--- config.mk ---
export PLATFORM = sky130hd
export DESIGN_NAME = utf8_bmp_validating_filter
export DESIGN_NICKNAME = d
export VERILOG_FILES = /design/src/design/u8f_pkg.sv /design/src/design/u8f_front.sv /design/src/design/u8f_fifo.sv /design/src/design/u8f_back.sv /design/src/design/utf8_bmp_validating_filter.sv
export SDC_FILE = /design/constraint.sdc
export NUM_CORES = 1
export LEC_CHECK = 0
export ABC_CLOCK_PERIOD_IN_PS = 3000
export BUFFER_PORTS_ARGS = -buffer_cell sky130_fd_sc_hd__buf_2
export CORE_ASPECT_RATIO = 1.4
export CORE_MARGIN = 5
export CORE_UTILIZATION = 45
export CTS_CLUSTER_DIAMETER = 100
export DETAILED_ROUTE_END_ITERATION = 8
export PLACE_DENSITY_LB_ADDON = 0.25
export SLEW_MARGIN = 15
export SYNTH_ARGS = -nofsm -noshare
export SYNTH_HDL_FRONTEND = slang
export SYNTH_SLANG_ARGS = --single-unit
export TNS_END_PERCENT = 30
--- constraint.sdc ---
create_clock -name clk -period 3 [get_ports clk]
set_input_delay 0 -clock clk [delete_from_list [all_inputs] [get_ports clk]]
set_output_delay 0 -clock clk [all_outputs]
set_load 0.05 [all_outputs]
--- src/design/u8f_pkg.sv ---
// Package for the UTF-8 validating filter: the queue entry type and the
// code-point limits used by the classifier. No dependencies.
package u8f_pkg;

  localparam int unsigned U8F_QDEPTH = 4;

  localparam logic [1:0]  KIND_CONT     = 2'b10;
  localparam logic [1:0]  KIND_LEAD     = 2'b11;
  localparam logic [10:0] OVERLONG2_MAX = 11'h07F;
  localparam logic [15:0] OVERLONG3_MAX = 16'h07FF;
  localparam logic [15:0] SURROGATE_MIN = 16'hD800;
  localparam logic [15:0] ERR_MAX       = 16'hFFFF;

  // One queue entry: a whole emitted group of one to three bytes.
  typedef struct packed {
    logic [7:0]  b0;
    logic [7:0]  b1;
    logic [7:0]  b2;
    logic [1:0]  last_idx;
    logic        replaced;
    logic [15:0] err;
  } u8f_grp_t;

endpackage

--- src/design/u8f_front.sv ---
// Front end of the UTF-8 filter: accepts raw bytes, tracks the pending
// sequence and builds one group entry per completed or rejected sequence.
// Depends on u8f_pkg.
module u8f_front (
  input  logic             clk,
  input  logic             rst_n,
  input  logic             cfg_we,
  input  logic [7:0]       cfg_replacement_byte,
  input  logic             acc,
  input  logic [7:0]       in_byte,
  output logic             push,
  output u8f_pkg::u8f_grp_t grp
);
  import u8f_pkg::*;

  logic [7:0]  repl_r;
  logic [1:0]  be_r, be_nxt;
  logic [1:0]  hc_r, hc_nxt;
  logic [7:0]  held0_r, held0_nxt;
  logic [7:0]  held1_r, held1_nxt;
  logic [15:0] err_r, err_nxt;
  logic [15:0] err_inc;
  logic [1:0]  kind;
  logic [1:0]  be_dec;
  logic [10:0] v2;
  logic [15:0] v3;
  logic        emit;
  logic        do_rep;

  assign kind    = in_byte[7:6];
  assign be_dec  = be_r - 2'd1;
  assign err_inc = (err_r == ERR_MAX) ? err_r : err_r + 16'd1;
  assign v2      = {held0_r[4:0], in_byte[5:0]};
  assign v3      = {held0_r[3:0], held1_r[5:0], in_byte[5:0]};

  always_comb begin
    be_nxt    = be_r;
    hc_nxt    = hc_r;
    held0_nxt = held0_r;
    held1_nxt = held1_r;
    emit      = 1'b0;
    do_rep    = 1'b0;
    grp       = '0;
    grp.err   = err_r;
    if (kind == KIND_LEAD) begin
      if (be_r != 2'd0 || (in_byte[5] && in_byte[4])) begin
        do_rep = 1'b1;
      end else begin
        be_nxt    = in_byte[5] ? 2'd2 : 2'd1;
        held0_nxt = in_byte;
        hc_nxt    = 2'd1;
      end
    end else if (kind == KIND_CONT) begin
      if (be_r == 2'd0) begin
        do_rep = 1'b1;
      end else if (be_dec != 2'd0) begin
        be_nxt = be_dec;
        if (hc_r >= 2'd2) begin
          do_rep = 1'b1;
        end else begin
          if (hc_r[0]) held1_nxt = in_byte;
          else         held0_nxt = in_byte;
          hc_nxt = hc_r + 2'd1;
        end
      end else if (hc_r == 2'd1) begin
        be_nxt = 2'd0;
        if (v2 <= OVERLONG2_MAX) begin
          do_rep = 1'b1;
        end else begin
          hc_nxt       = 2'd0;
          emit         = 1'b1;
          grp.b0       = held0_r;
          grp.b1       = in_byte;
          grp.last_idx = 2'd1;
        end
      end else if (hc_r == 2'd2) begin
        be_nxt = 2'd0;
        if (v3 <= OVERLONG3_MAX || v3 >= SURROGATE_MIN) begin
          do_rep = 1'b1;
        end else begin
          hc_nxt       = 2'd0;
          emit         = 1'b1;
          grp.b0       = held0_r;
          grp.b1       = held1_r;
          grp.b2       = in_byte;
          grp.last_idx = 2'd2;
        end
      end else begin
        do_rep = 1'b1;
      end
    end else begin
      if (be_r != 2'd0) begin
        do_rep = 1'b1;
      end else begin
        hc_nxt = 2'd0;
        emit   = 1'b1;
        grp.b0 = in_byte;
      end
    end
    if (do_rep) begin
      be_nxt       = 2'd0;
      hc_nxt       = 2'd0;
      emit         = 1'b1;
      grp.b0       = repl_r;
      grp.b1       = '0;
      grp.b2       = '0;
      grp.last_idx = 2'd0;
      grp.replaced = 1'b1;
      grp.err      = err_inc;
    end
    err_nxt = do_rep ? err_inc : err_r;
  end

  assign push = acc && emit;

  always_ff @(posedge clk) begin
    if (!rst_n) begin
      repl_r <= 8'd63;
      be_r   <= '0;
      hc_r   <= '0;
      err_r  <= '0;
    end else begin
      if (cfg_we) repl_r <= cfg_replacement_byte;
      if (acc) begin
        be_r  <= be_nxt;
        hc_r  <= hc_nxt;
        err_r <= err_nxt;
      end
    end
  end

  always_ff @(posedge clk) begin
    if (acc) begin
      held0_r <= held0_nxt;
      held1_r <= held1_nxt;
    end
  end

endmodule

--- src/design/u8f_fifo.sv ---
// Short queue of group entries between the front end and the serializer.
// Depends on u8f_pkg.
module u8f_fifo #(
  parameter int unsigned Depth = u8f_pkg::U8F_QDEPTH
) (
  input  logic              clk,
  input  logic              rst_n,
  input  logic              push,
  input  u8f_pkg::u8f_grp_t wdata,
  input  logic              pop,
  output u8f_pkg::u8f_grp_t rdata,
  output logic              empty,
  output logic              full
);
  import u8f_pkg::*;

  localparam int unsigned PtrW = (Depth > 1) ? $clog2(Depth) : 1;
  localparam int unsigned CntW = $clog2(Depth + 1);
  localparam logic [PtrW-1:0] PtrLast = PtrW'(Depth - 1);
  localparam logic [CntW-1:0] CntFull = CntW'(Depth);

  u8f_grp_t        mem [Depth];
  logic [PtrW-1:0] wp_r, rp_r;
  logic [CntW-1:0] cnt_r;
  logic            do_push, do_pop;

  assign empty   = (cnt_r == '0);
  assign full    = (cnt_r == CntFull);
  assign do_push = push && !full;
  assign do_pop  = pop && !empty;
  assign rdata   = mem[rp_r];

  always_ff @(posedge clk) begin
    if (!rst_n) begin
      wp_r  <= '0;
      rp_r  <= '0;
      cnt_r <= '0;
    end else begin
      if (do_push) wp_r <= (wp_r == PtrLast) ? '0 : wp_r + PtrW'(1);
      if (do_pop)  rp_r <= (rp_r == PtrLast) ? '0 : rp_r + PtrW'(1);
      if (do_push && !do_pop)      cnt_r <= cnt_r + CntW'(1);
      else if (do_pop && !do_push) cnt_r <= cnt_r - CntW'(1);
    end
  end

  always_ff @(posedge clk) begin
    if (do_push) mem[wp_r] <= wdata;
  end

endmodule

--- src/design/u8f_back.sv ---
// Serializer: walks the head queue entry byte by byte onto the result channel.
// Depends on u8f_pkg.
module u8f_back (
  input  logic              clk,
  input  logic              rst_n,
  input  u8f_pkg::u8f_grp_t head,
  input  logic              empty,
  output logic              pop,
  output logic              out_valid,
  input  logic              out_stall,
  output logic [7:0]        out_byte,
  output logic              out_last,
  output logic              out_replaced,
  output logic [15:0]       out_error_count
);
  import u8f_pkg::*;

  logic [1:0] idx_r;
  logic       beat;

  assign out_valid       = !empty;
  assign beat            = out_valid && !out_stall;
  assign out_last        = (idx_r == head.last_idx);
  assign out_replaced    = head.replaced;
  assign out_error_count = head.err;
  assign pop             = beat && out_last;

  always_comb begin
    case (idx_r)
      2'd0:    out_byte = head.b0;
      2'd1:    out_byte = head.b1;
      default: out_byte = head.b2;
    endcase
  end

  always_ff @(posedge clk) begin
    if (!rst_n) begin
      idx_r <= '0;
    end else if (beat) begin
      idx_r <= out_last ? 2'd0 : idx_r + 2'd1;
    end
  end

endmodule

--- src/design/utf8_bmp_validating_filter.sv ---
// Top level of the UTF-8 validating filter (one to three byte sequences).
// Ties the front end, the group queue and the serializer; uses u8f_pkg.
//
//   channel   direction  handshake              payload
//   in        input      in_valid / in_stall    in_byte
//   out       output     out_valid / out_stall  out_byte, out_last, out_replaced,
//                                               out_error_count
//   cfg       input      cfg_we                 cfg_replacement_byte
//
// The front end takes one byte per cycle while the queue is not full and classifies
// it in the same cycle; a completed or rejected sequence becomes one queue entry at that edge.
// The serializer drives one result beat per cycle while out_stall is low, straight from the queue
// head, so a byte can emerge the cycle after it was accepted.
// A three byte sequence holds its entry for one output beat per byte, matching its
// input bytes taken one per cycle, so the average is one beat per cycle while
// out_stall is low; in_stall rises only when the queue is full.
// Reset is synchronous and active low: it empties the queue, clears the
// pending sequence and the error count and sets the replacement byte to 63.
module utf8_bmp_validating_filter #(
  parameter int unsigned QueueDepth = u8f_pkg::U8F_QDEPTH
) (
  input  logic        clk,
  input  logic        rst_n,
  input  logic        cfg_we,
  input  logic [7:0]  cfg_replacement_byte,
  input  logic        in_valid,
  output logic        in_stall,
  input  logic [7:0]  in_byte,
  output logic        out_valid,
  input  logic        out_stall,
  output logic [7:0]  out_byte,
  output logic        out_last,
  output logic        out_replaced,
  output logic [15:0] out_error_count
);
  import u8f_pkg::*;

  u8f_grp_t grp;
  u8f_grp_t head;
  logic     push, pop, empty, full, acc;

  // Stalling on a full queue is conservative: bytes that emit nothing
  // wait too, which keeps in_stall a decode of the queue count alone.
  assign in_stall = full;
  assign acc      = in_valid && !full;

  u8f_front u_front (
    .clk                  (clk),
    .rst_n                (rst_n),
    .cfg_we               (cfg_we),
    .cfg_replacement_byte (cfg_replacement_byte),
    .acc                  (acc),
    .in_byte              (in_byte),
    .push                 (push),
    .grp                  (grp)
  );

  u8f_fifo #(.Depth(QueueDepth)) u_fifo (
    .clk   (clk),
    .rst_n (rst_n),
    .push  (push),
    .wdata (grp),
    .pop   (pop),
    .rdata (head),
    .empty (empty),
    .full  (full)
  );

  u8f_back u_back (
    .clk             (clk),
    .rst_n           (rst_n),
    .head            (head),
    .empty           (empty),
    .pop             (pop),
    .out_valid       (out_valid),
    .out_stall       (out_stall),
    .out_byte        (out_byte),
    .out_last        (out_last),
    .out_replaced    (out_replaced),
    .out_error_count (out_error_count)
  );

endmodule

==> flow_summary.ini <==
[synth]
synth_ff_type = edfxtp_1
ys_seq_area_share_pct = 65.1
synth_most_common_cell = edfxtp_1
synth_mux_area_share_pct = 12.6
syn-instance-count = 659
ys_ff_latch = 227
ys_top_cells_by_count = 188 x edfxtp_1, 47 x nand2_1, 43 x mux4_2, 39 x dfxtp_1, 26 x clkbuf_1
synth_compound_area_share_pct = 8.87
async_flop_share_pct = 0
yosys.area.top_type_share_pct = 57.2
synth-simple-area-share_pct = 7.64
yosysWarningCount = 0
synth_fa_ha_area_share_pct = 1.85
synth.distinct_cells = 63
synth_largest_area_cell = edfxtp_1
syn-cell-area_sq_um = 9880
synth_top_family_by_area = multiplexers
synthTopCellsByArea = edfxtp_1 57%, mux4_2 9.8%, dfxtp_1 7.9%
yosys.area_share.xor_xnor_pct = 1.33
synth_edf_count = 188
syn_area_per_cell_sq_um = 15.0

[timing]
fmax_ghz = 0.357
setup_viol = 0
hold_viol = 0
setup_tns_ns = 0
rsz0062_at_grt = no
min_period_ns = 2.80
maxSlewViolCount = 0
tightest_slew_ns = 0.886
relSlewSlack_pct = 40.8
fin_skew_ns = 0.0204
finalCritPeriodShare_pct = 93.3

[cts]
cts_tree = done
cts_root_buf = clkbuf_16
numCtsBuffers = 21
clkSinkCount = 227
clk-insertion-delay-late_ns = 0.50
clkSlewWorstSetupHoldPaths_ns = 0.07
htreeDepth = 1
cts_buffer_depth = 3

[drt]
drc = 0
postRouteAntennaNets = 0
wire_per_inst_microns = 20.8
drt-pass1-iter-count = 5
dr.first_iter.drc_count = 320
drt_wl_total_microns = 22000
dr_total_vias = 5954
vias_per_cell = 5.63

[worst_hold_path]
hold_path.class = in -> reg
whs_path_depth = 3
worst_hold_path.endpoint = u_front.repl_r[3]
hp-start = rst_n

[worst_setup_path]
startpoint_type = flop
timing.rr.start = u_front.be_r[0]
cp.arrival_ns = 3.04
path_max_fanout = 32
rr_endpoint = u_fifo.mem[3][9]
required_ns = 3.24
ff2ff_path_depth = 9
crit_path_start = u_front.be_r[0]
r2r_slack_ns = 0.20
end_kind = flop
crit_type = reg -> reg

[power_and_ir_drop]
p_per_area_nw_per_um2 = 761
fin_total_pwr_mw = 8.85
p_comb_share_pct = 24.0
p_seq_share_pct = 42.9
power_leakage_nw = 4.06
internal-power_mw = 6.21
vdd_drop_max_mv = 0.400
power.share.clock_pct = 33.1
p_sw_mw = 2.64
switching_share_pct = 29.8

[place]
dp_hpwl_microns = 14500
io_buffer_count = 48
post_dp_cell_area_sq_um = 10600
place_congestion = 0.828

[status]
status = finished clean

[global_routing]
grt_pass1_wl_microns = 35500
grt_antenna_before_repair = 0
grt_usage_pct = 18.2
grt_max_degree = 43
grt_pass1_vias = 6390
overflow = 0

[floorplan]
top_level_ports = 49
row_count = 64
fp.dieH_microns = 185
dieArea_sq_um = 25100
die_w_microns = 135
initial_utilization_pct = 45.4
core-area_sq_um = 21800

[cells_and_area]
antenna_cells = 0
syn_to_final_growth_pct = 17.7
final_design_area_no_fill_sq_um = 11600
finalNetCount = 781
layout-drive-gt1-share_pct = 22.2

[run]
maxCapViolations = 0
==> layout make-up <==
type,count,area [sq um]
clock buffers,21,526
clock inverters,17,246
fillers,1838,10200
inverters,25,93.8
multi-input cells,370,3220
flip-flops and latches,227,6430
well taps,297,372
repair buffers,101,746
==> registers in the layout, indices dropped and copies added, names as in the netlist, named ones only <==
name	count
u_front.held1_r	8
u_front.be_r	2
u_front.held0_r	8
u_front.hc_r	2
u_fifo.mem	172
u_front.repl_r	8
u_fifo.rp_r	2
u_fifo.cnt_r	3
u_front.err_r	16
u_back.idx_r	2
u_fifo.wp_r	2
==> cell families after synthesis <==
family / after synthesis
and+or+nand+nor: 148
muxes: 70
DFF: 227
AOI/OAI and AO/OA: 119
buffers and inverters: 65
adders and majority gates: 14
other: 1
xor gates and xnor gates: 15
==> power by group through the flow <==
stage          clock (mW)  sequential, mW  combinational (mW)
2_1_floorplan           0            3.83                1.59
3_3_place_gp            0            3.84                2.09
3_5_place_dp            0            3.86                2.12
4_1_cts              2.99            3.80                2.16
5_1_grt              3.13            3.82                2.28
6_report             2.93            3.79                2.13
==> worst max path at each step <==
stage / to / depth (start not counted)
2_1_floorplan: u_fifo.cnt_r[2] / 12
3_3_place_gp: u_fifo.mem[2][9] / 8
3_5_place_dp: u_fifo.mem[0][13] / 7
4_1_cts: out_byte[7] / 5
5_1_grt: u_fifo.mem[0][10] / 8
6_report: u_fifo.mem[3][9] / 9
==> worst max-delay path, cell delays in order (launching register included) <==
cell	delay (ns)
dfxtp_1	0.39
inv_1	0.07
ha_1	0.29
or4_1	0.49
o22ai_1	0.26
a211o_4	0.35
buf_4	0.24
a211oi_1	0.11
xor2_1	0.17
buf_4	0.16
==> cell usage in the layout, fill, tap and decap left out, types with 11 or more instances in the layout <==
cell,Yosys,routed
edfxtp_1,188,188
buf_2,8,48
nand2_1,47,47
mux4_2,43,43
dfxtp_1,39,37
dlygate4sd3_1,0,28
inv_1,25,25
a21oi_1,25,25
mux2i_1,24,24
buf_4,0,22
clkbuf_16,0,21
nand3_1,20,20
a211oi_1,19,19
nor2_1,17,16
a22oi_1,16,16
o21ai_0,14,14
xor2_1,13,13
ha_1,13,13
nand2b_1,12,12
and3_1,11,11
==> layer usage <==
metal	share of wire, %	wire length (microns)	vias to the layer above	GRT usage (%)
met5	0	0	-	0
met4	2.8	620	0	6.09
met1	40	8760	3048	22.2
li1	-	-	2741	-
met3	3.0	666	37	1.88
met2	54	12000	128	33.5
==> stage by stage <==
stage | utilization, % | setup slack [ns] | hold WS (ns) | cells
2_1_floorplan | - | 0.106 | 0.0989 | 662
3_3_place_gp | 48.5 | 0.328 | 0.216 | 991
3_5_place_dp | 48.5 | 0.248 | 0.229 | 991
4_1_cts | 53.3 | 0.186 | 0.00186 | 1057
5_1_grt | 53.4 | 0.00276 | 0.0336 | 1058
6_report | 53.4 | 0.200 | 0.00901 | 1058
==> timing repair <==
item | in CTS | in global routing
hold buffers | 28 | 0
gates resized for setup | 0 | 2
setup endpoints to repair | 0 | 13
setup buffers | 0 | 1
endpoints found under the hold margin | 54 | 0
Power figures use the tool's default switching activity.
